--- src/itm_pkg.sv ---
package itm_pkg;

	localparam int WINDOW_DEPTH_DEF = 16;

	localparam int TS_W      = 64;
	localparam int PCT_W     = 7;
	localparam int QUO_STEPS = 7;
	localparam int NUM_W     = TS_W + QUO_STEPS;
	localparam int DSH_W     = TS_W + QUO_STEPS - 1;
	localparam int STEP_W    = $clog2(QUO_STEPS);

	localparam logic [PCT_W-1:0] PCT_FULL = 7'd100;

	localparam logic [1:0] EV_ENTER  = 2'd0;
	localparam logic [1:0] EV_EXIT   = 2'd1;
	localparam logic [1:0] EV_REPORT = 2'd2;

	typedef enum logic [3:0] {
		S_IDLE,
		S_DECODE,
		S_EXIT_ADD,
		S_CHECK,
		S_DIV,
		S_PUSH,
		S_MEAN_LOAD,
		S_MDIV,
		S_OUT
	} state_t;

	typedef struct packed {
		logic capture;
		logic set_enter;
		logic exit_diff;
		logic exit_add;
		logic first_rep;
		logic rep_diff;
		logic commit;
		logic set_full;
		logic div_load_share;
		logic div_load_mean;
		logic div_step;
		logic push;
		logic clr_q;
		logic out_load;
	} cmd_t;

	typedef struct packed {
		logic [1:0] code;
		logic       started;
		logic       e_zero;
		logic       d_ge_e;
		logic       div_last;
		logic       ring_empty;
		logic       out_free;
	} sts_t;

endpackage

--- src/itm_ctrl.sv ---
module itm_ctrl (
	input  logic          clk,
	input  logic          arst_n,
	input  logic          event_valid,
	output logic          event_ready,
	input  itm_pkg::sts_t sts,
	output itm_pkg::cmd_t cmd
);

	itm_pkg::state_t state_q;
	itm_pkg::state_t state_nx;

	always_ff @(posedge clk or negedge arst_n) begin
		if (!arst_n) begin
			state_q <= itm_pkg::S_IDLE;
		end else begin
			state_q <= state_nx;
		end
	end

	always_comb begin
		state_nx = state_q;
		case (state_q)
			itm_pkg::S_IDLE: begin
				if (event_valid) state_nx = itm_pkg::S_DECODE;
			end
			itm_pkg::S_DECODE: begin
				case (sts.code)
					itm_pkg::EV_ENTER:  state_nx = itm_pkg::S_IDLE;
					itm_pkg::EV_EXIT:   state_nx = itm_pkg::S_EXIT_ADD;
					itm_pkg::EV_REPORT: state_nx = sts.started ? itm_pkg::S_CHECK
					                                           : itm_pkg::S_OUT;
					default:            state_nx = itm_pkg::S_IDLE;
				endcase
			end
			itm_pkg::S_EXIT_ADD: state_nx = itm_pkg::S_IDLE;
			itm_pkg::S_CHECK: begin
				if (sts.e_zero) state_nx = itm_pkg::S_MEAN_LOAD;
				else if (sts.d_ge_e) state_nx = itm_pkg::S_PUSH;
				else state_nx = itm_pkg::S_DIV;
			end
			itm_pkg::S_DIV: begin
				if (sts.div_last) state_nx = itm_pkg::S_PUSH;
			end
			itm_pkg::S_PUSH: state_nx = itm_pkg::S_MEAN_LOAD;
			itm_pkg::S_MEAN_LOAD: begin
				state_nx = sts.ring_empty ? itm_pkg::S_OUT : itm_pkg::S_MDIV;
			end
			itm_pkg::S_MDIV: begin
				if (sts.div_last) state_nx = itm_pkg::S_OUT;
			end
			itm_pkg::S_OUT: begin
				if (sts.out_free) state_nx = itm_pkg::S_IDLE;
			end
			default: state_nx = itm_pkg::S_IDLE;
		endcase
	end

	always_comb begin
		cmd         = '0;
		event_ready = 1'b0;
		case (state_q)
			itm_pkg::S_IDLE: begin
				event_ready = 1'b1;
				cmd.capture = event_valid;
			end
			itm_pkg::S_DECODE: begin
				case (sts.code)
					itm_pkg::EV_ENTER:  cmd.set_enter = 1'b1;
					itm_pkg::EV_EXIT:   cmd.exit_diff = 1'b1;
					itm_pkg::EV_REPORT: begin
						cmd.first_rep = !sts.started;
						cmd.rep_diff  = sts.started;
					end
					default: cmd = '0;
				endcase
			end
			itm_pkg::S_EXIT_ADD: cmd.exit_add = 1'b1;
			itm_pkg::S_CHECK: begin
				cmd.commit         = !sts.e_zero;
				cmd.set_full       = !sts.e_zero && sts.d_ge_e;
				cmd.div_load_share = !sts.e_zero && !sts.d_ge_e;
			end
			itm_pkg::S_DIV:  cmd.div_step = 1'b1;
			itm_pkg::S_PUSH: cmd.push = 1'b1;
			itm_pkg::S_MEAN_LOAD: begin
				cmd.clr_q         = sts.ring_empty;
				cmd.div_load_mean = !sts.ring_empty;
			end
			itm_pkg::S_MDIV: cmd.div_step = 1'b1;
			itm_pkg::S_OUT:  cmd.out_load = sts.out_free;
			default: cmd = '0;
		endcase
	end

	// a divide pass only ever leaves toward its consumer
	a_div_exit: assert property (@(posedge clk) disable iff (!arst_n)
		state_q == itm_pkg::S_DIV |=> state_q == itm_pkg::S_DIV || state_q == itm_pkg::S_PUSH)
		else $error("share divide left to wrong state");
	a_mdiv_exit: assert property (@(posedge clk) disable iff (!arst_n)
		state_q == itm_pkg::S_MDIV |=> state_q == itm_pkg::S_MDIV || state_q == itm_pkg::S_OUT)
		else $error("mean divide left to wrong state");

endmodule

--- src/itm_dp.sv ---
module itm_dp #(
	parameter int WINDOW_DEPTH = itm_pkg::WINDOW_DEPTH_DEF
) (
	input  logic                       clk,
	input  logic                       arst_n,
	input  logic [1:0]                 event_code,
	input  logic [itm_pkg::TS_W-1:0]   timestamp,
	output logic                       result_valid,
	input  logic                       result_ready,
	output logic [itm_pkg::PCT_W-1:0]  idle_percent,
	input  itm_pkg::cmd_t              cmd,
	output itm_pkg::sts_t              sts
);

	localparam int HW = (WINDOW_DEPTH > 1) ? $clog2(WINDOW_DEPTH) : 1;
	localparam int CW = $clog2(WINDOW_DEPTH + 1);
	localparam int SW = $clog2(100 * WINDOW_DEPTH + 1);

	localparam int TS_W  = itm_pkg::TS_W;
	localparam int PCT_W = itm_pkg::PCT_W;
	localparam int NUM_W = itm_pkg::NUM_W;
	localparam int DSH_W = itm_pkg::DSH_W;

	logic                started_q;
	logic [TS_W-1:0]     idle_total_q;
	logic [TS_W-1:0]     enter_time_q;
	logic [TS_W-1:0]     last_report_q;
	logic [TS_W-1:0]     last_idle_q;
	logic [HW-1:0]       head_q;
	logic [CW-1:0]       count_q;
	logic [SW-1:0]       sum_q;
	logic                out_valid_q;

	logic [1:0]          code_q;
	logic [TS_W-1:0]     ts_q;
	logic [TS_W-1:0]     a_q;
	logic [TS_W-1:0]     b_q;
	logic [NUM_W-1:0]    rem_q;
	logic [DSH_W-1:0]    dsh_q;
	logic [PCT_W-1:0]    quo_q;
	logic [itm_pkg::STEP_W-1:0] step_q;
	logic [PCT_W-1:0]    rd_q;
	logic [PCT_W-1:0]    pct_q;

	logic [PCT_W-1:0]    ring_mem [0:WINDOW_DEPTH-1];

	logic                ring_full;
	logic                fits;
	logic [NUM_W-1:0]    rem_sub;
	logic [NUM_W-1:0]    times100;

	assign ring_full = count_q == CW'(WINDOW_DEPTH);
	assign fits      = rem_q >= NUM_W'(dsh_q);
	assign rem_sub   = rem_q - NUM_W'(dsh_q);
	assign times100  = NUM_W'({a_q, 6'b0}) + NUM_W'({a_q, 5'b0}) + NUM_W'({a_q, 2'b0});

	assign sts.code       = code_q;
	assign sts.started    = started_q;
	assign sts.e_zero     = b_q == '0;
	assign sts.d_ge_e     = a_q >= b_q;
	assign sts.div_last   = step_q == '0;
	assign sts.ring_empty = count_q == '0;
	assign sts.out_free   = !out_valid_q || result_ready;

	assign result_valid = out_valid_q;
	assign idle_percent = pct_q;

	always_ff @(posedge clk or negedge arst_n) begin
		if (!arst_n) begin
			started_q     <= 1'b0;
			idle_total_q  <= '0;
			enter_time_q  <= '0;
			last_report_q <= '0;
			last_idle_q   <= '0;
			head_q        <= '0;
			count_q       <= '0;
			sum_q         <= '0;
			out_valid_q   <= 1'b0;
		end else begin
			if (cmd.set_enter) enter_time_q <= ts_q;
			if (cmd.exit_add) idle_total_q <= idle_total_q + a_q;
			if (cmd.first_rep) started_q <= 1'b1;
			if (cmd.first_rep || cmd.commit) begin
				last_report_q <= ts_q;
				last_idle_q   <= idle_total_q;
			end
			if (cmd.push) begin
				sum_q <= sum_q - (ring_full ? SW'(rd_q) : SW'(0)) + SW'(quo_q);
				if (!ring_full) count_q <= count_q + CW'(1);
				head_q <= (head_q == HW'(WINDOW_DEPTH - 1)) ? '0 : head_q + HW'(1);
			end
			if (cmd.out_load) out_valid_q <= 1'b1;
			else if (result_ready) out_valid_q <= 1'b0;
		end
	end

	always_ff @(posedge clk) begin
		if (cmd.capture) begin
			code_q <= event_code;
			ts_q   <= timestamp;
		end
		if (cmd.exit_diff) a_q <= ts_q - enter_time_q;
		if (cmd.rep_diff) begin
			a_q <= idle_total_q - last_idle_q;
			b_q <= ts_q - last_report_q;
		end
		if (cmd.div_load_share) begin
			rem_q  <= times100;
			dsh_q  <= {b_q, (itm_pkg::QUO_STEPS - 1)'(0)};
			quo_q  <= '0;
			step_q <= itm_pkg::STEP_W'(itm_pkg::QUO_STEPS - 1);
		end else if (cmd.div_load_mean) begin
			rem_q  <= NUM_W'(sum_q);
			dsh_q  <= DSH_W'(count_q) << (itm_pkg::QUO_STEPS - 1);
			quo_q  <= '0;
			step_q <= itm_pkg::STEP_W'(itm_pkg::QUO_STEPS - 1);
		end else if (cmd.div_step) begin
			if (fits) rem_q <= rem_sub;
			quo_q  <= {quo_q[PCT_W-2:0], fits};
			dsh_q  <= dsh_q >> 1;
			step_q <= step_q - itm_pkg::STEP_W'(1);
		end else if (cmd.set_full) begin
			quo_q <= itm_pkg::PCT_FULL;
		end else if (cmd.clr_q || cmd.first_rep) begin
			quo_q <= '0;
		end
		if (cmd.out_load) pct_q <= quo_q;
	end

	always_ff @(posedge clk) begin
		if (cmd.push) ring_mem[head_q] <= quo_q;
		rd_q <= ring_mem[head_q];
	end

	a_sum_bound: assert property (@(posedge clk) disable iff (!arst_n)
		int'(sum_q) <= 100 * int'(count_q))
		else $error("ring sum exceeds 100 per entry");
	a_push_count: assert property (@(posedge clk) disable iff (!arst_n)
		cmd.push |=> count_q != '0)
		else $error("ring empty after push");

endmodule

--- src/idle_time_utilization_monitor_core.sv ---
// A first report tick goes straight to the output; a zero-elapsed tick runs only the mean divide
// (none when the window is empty), a saturated share skips the share divide, and others run both.
// One transaction at a time: a new one is taken while a result waits,
// and the next report holds in output.
// Report cost is set by the shared 7-step restoring divider (share, then mean).
// arst_n clears totals, timestamps, ring head/count/sum and result_valid; ring storage is not cleared.
module idle_time_utilization_monitor_core #(
	parameter int WINDOW_DEPTH = itm_pkg::WINDOW_DEPTH_DEF
) (
	input  logic                       clk,
	input  logic                       arst_n,
	input  logic                       event_valid,
	output logic                       event_ready,
	input  logic [1:0]                 event_code,
	input  logic [itm_pkg::TS_W-1:0]   timestamp,
	output logic                       result_valid,
	input  logic                       result_ready,
	output logic [itm_pkg::PCT_W-1:0]  idle_percent
);

	// commands down, status up; nothing else crosses between the two halves
	itm_pkg::cmd_t cmd;
	itm_pkg::sts_t sts;

	// sequence each transaction: decode, divide, push into the ring, average
	itm_ctrl u_ctrl (
		.clk         (clk),
		.arst_n      (arst_n),
		.event_valid (event_valid),
		.event_ready (event_ready),
		.sts         (sts),
		.cmd         (cmd)
	);

	// hold timer state, the ring, the divider and the output register
	itm_dp #(
		.WINDOW_DEPTH (WINDOW_DEPTH)
	) u_dp (
		.clk          (clk),
		.arst_n       (arst_n),
		.event_code   (event_code),
		.timestamp    (timestamp),
		.result_valid (result_valid),
		.result_ready (result_ready),
		.idle_percent (idle_percent),
		.cmd          (cmd),
		.sts          (sts)
	);

	// a mean of clamped shares can never pass full scale
	a_pct_range: assert property (@(posedge clk) disable iff (!arst_n)
		result_valid |-> idle_percent <= itm_pkg::PCT_FULL)
		else $error("idle percentage above 100");

endmodule

--- config.mk ---
export PLATFORM = sky130hd
export DESIGN_NAME = idle_time_utilization_monitor_core
export DESIGN_NICKNAME = d
export VERILOG_FILES = /design/src/itm_pkg.sv /design/src/itm_ctrl.sv /design/src/itm_dp.sv /design/src/idle_time_utilization_monitor_core.sv
export SDC_FILE = /design/constraint.sdc
export NUM_CORES = 2
export LEC_CHECK = 0
export BUFFER_PORTS_ARGS = -buffer_cell sky130_fd_sc_hd__buf_2
export CORE_MARGIN = 2
export CORE_UTILIZATION = 30
export CTS_BUF_LIST = sky130_fd_sc_hd__clkbuf_8
export DETAILED_ROUTE_END_ITERATION = 12
export MAX_ROUTING_LAYER = met4
export PLACE_DENSITY = 0.43
export SETUP_SLACK_MARGIN = 0.2
export SYNTH_ARGS = -nofsm -noshare
export SYNTH_HDL_FRONTEND = slang
export SYNTH_HIERARCHICAL = 1
export SYNTH_SLANG_ARGS = --single-unit
--- constraint.sdc ---
create_clock -name clk -period 14.91 [get_ports clk]
set_clock_uncertainty 0.2 [all_clocks]
set_input_delay 1.491 -clock clk [delete_from_list [all_inputs] [get_ports clk]]
set_output_delay 1.491 -clock clk [all_outputs]
set_load 0.005 [all_outputs]
==> impl_metrics.yaml <==
synthesis:
  yosys.cell_types.count: 95
  synth-seq-cells: 753
  synth_edf_count: 448
  postSynthCellCount: 5511
  ys_seq_area_share_pct: 39.1
  syn_nets: 6130
  avgSynthCellArea_um2: 9.73
  synth.cell_area_um2: 53600
  synth_warnings: 6
  async_flop_share_pct: 37.5
  synth_ff_type: "edfxtp_1"
worst_setup_path:
  crit_path_max_fanout: 71
  cp-end-kind: "flip-flop"
  crit_top_cell: "a21o_1"
  timing.rr.start: "u_dp/a_q[17]"
  crit_chain: "ha_1 -> a21o_1 -> a21o_1 -> a21o_1 -> a21o_1 -> a21o_1 -> a21o_1 -> a21o_1 -> a311o_1 -> a221oi_1 -> o21ai_0 -> a31o_2 -> nor4_2 -> buf_4 -> or3_2 -> buf_4 -> a21boi_4 -> buf_4"
  startpoint: "u_dp/a_q[17]"
  cp-start-kind: "flip-flop"
  cp.arrival_ns: 7.19
  slowest_stage: "buf_4"
  max_stage_delay_ns: 0.77
  required_ns: 15.18
  crit_type: "reg2reg"
floorplan:
  die_w_um: 427
  dieArea_um2: 182000
  fp.dieH_um: 427
  rows: 155
  initial_utilization_pct: 30.1
  fp.coreArea_um2: 178000
  io_pins: 79
clock_tree:
  cts_tree: "done"
  post-cts-setup-buffer-count: 0
  cts_buffer_depth: 3
  cts_buffers: 151
  clk_latency_ns: 0.91
  clk_transition_reported_paths_ns: 0.06
  hold_buffers: 0
  htree_levels: 4
  clkSinkCount: 753
  cts_resized: 0
  cts-root-buf: "clkbuf_8"
sta:
  tns_ns: 0
  rsz0062_at_grt: "no"
  relSlewSlack_pct: 23.8
  period_needed_ns: 6.92
  min_period_over_period_pct: 46.4
  setup_ws_ns: 7.99
  fmax_ghz: 0.144
  setup_violations: 0
  holdWs_ns: 0.279
  hold_viol_final: 0
  drv_slew: 0
  tightest_slew_ns: 1.14
cells_and_area:
  syn_to_final_growth_pct: 10.7
  drive_above_1_share_pct: 10.5
  finalInstanceArea_um2: 59400
  final_cell_mix: "542 x inv_1, 478 x a21oi_1, 476 x ha_1, 451 x nand2_1, 448 x edfxtp_1"
  largestRegisters: "u_dp/ring_mem (112), u_dp/rem_q (71), u_dp/dsh_q (70)"
  top_register: "u_dp/ring_mem"
  final_nets: 6185
  final_common_cell: "inv_1"
  largest_register_ffs: 112
drt:
  drt_first_pass_iters: 7
  avgRoutedWirePerCell_um: 20.2
  routed_wl_um: 163000
  drc: 0
  viasPerCell: 5.06
  drt_iter0_drc: 2507
  dr_total_vias: 40761
  drtAntennaViolNets: 0
place:
  routabilityCongestion: 0.887
  numPortBuffers: 78
  placedInstanceArea_um2: 56500
  dp_hpwl_um: 125000
  pre_cts_ws_ns: 7.91
run:
  maxCapViolations: 0
grt:
  grt_antenna_before_repair: 5
  first_global_vias: 41049
  grt_start_max_net_pins: 138
  grt.total_usage_pct: 18.3
  grt_remaining_overflow: 0
  grt_pass1_wl_um: 249000
worst_hold_path:
  worstHoldStart: "u_dp/step_q[1]"
  hp-class: "reg2reg"
outcome:
  status: "completed"
-- kinds of logic after synthesis --
| kind of cell | after synthesis | synth area share [%] |
|---|---|---|
| xor+xnor | 372 | 6.08 |
| compound gates | 1662 | 19.5 |
| fa+ha+maj | 549 | 13.8 |
| buf+inv | 701 | 4.94 |
| simple gates | 1241 | 11.0 |
| flops | 753 | 39.1 |
| mux | 233 | 5.59 |
-- through the flow --
step / cells / util (%)
finish: 8048 / 33.3
global route: 8046 / 33.3
CTS: 8045 / 33.3
detailed placement: 7768 / 31.7
global placement: 7768 / 31.7
floorplan: 5511 / -
-- final cells by class --
class                   instances  area, um^2
fillers                     18391      119000
multi-input cells            4057       30100
flip-flops and latches        753       21000
well taps                    2355        2950
clock buffers                 162        2230
inverters                     487        1830
repair buffers                116         698
clock inverters               115         612
diodes                          3        7.51
-- metal layers --
| layer | routed length, um | track usage [%] | up-vias | share of wire [%] |
|---|---|---|---|---|
| met5 | 0 | - | - | 0 |
| met1 | 81500 | 25.8 | 19599 | 50 |
| met2 | 70900 | 27.1 | 783 | 44 |
| met4 | 4480 | 5.42 | 0 | 2.8 |
| li1 | - | - | 20153 | - |
| met3 | 5910 | 2.50 | 226 | 3.6 |
-- path summary, 6_finish.rpt --
path | to | cells past startpoint | slack (ns)
worst min register to register | u_dp/step_q[1] | 2 | 0.28
worst max-delay path | u_dp/rem_q[7] | 18 | 7.99
worst max register to register | u_dp/rem_q[7] | 18 | 7.99
worst min-delay path | u_dp/step_q[1] | 2 | 0.28
min in group asynchronous | u_dp/enter_time_q[10] | 1 | 0.37
max in group asynchronous | u_dp/enter_time_q[63] | 3 | 12.10
-- worst max-delay path, delay by kind of cell (launching register included) --
kind / cells / cell delay [ns]
flops: 1 / 0.54
compound gates: 12 / 2.83
buf+inv: 3 / 2.01
simple gates: 2 / 0.49
fa+ha+maj: 1 / 0.37
-- cells in the mapped netlist, types with 16 or more instances --
cell,n,area share [%]
ha_1,476,11
o31ai_1,24,0.34
o21a_1,62,0.87
clkbuf_1,189,1.3
a211oi_1,44,0.62
dfrtp_1,282,13
nor3_1,51,0.48
a21o_1,273,3.8
edfxtp_1,448,25
nor4_1,32,0.37
or3_1,16,0.19
and3_1,32,0.37
a31oi_1,37,0.43
o22ai_1,49,0.57
xnor2_1,220,3.6
mux4_2,35,1.5
dfxtp_1,23,0.86
o21ai_1,17,0.16
nand2_1,451,3.2
o21bai_1,69,0.97
mux2i_1,18,0.34
fa_1,73,2.7
nand2b_1,56,0.65
xor2_1,152,2.5
mux2_2,180,3.8
nand4_1,109,1.3
inv_1,485,3.4
a21boi_0,19,0.27
o211ai_1,25,0.35
buf_1,19,0.13
a221oi_1,18,0.29
nand3_1,84,0.78
a21oi_1,479,4.5
nor2b_1,48,0.56
and2_1,38,0.44
o21ai_0,407,3.8
nor2_1,265,1.9
Power is left out: the tool's default activity adds up to more than one toggle a clock period on the data nets, which glitch-free logic cannot reach.
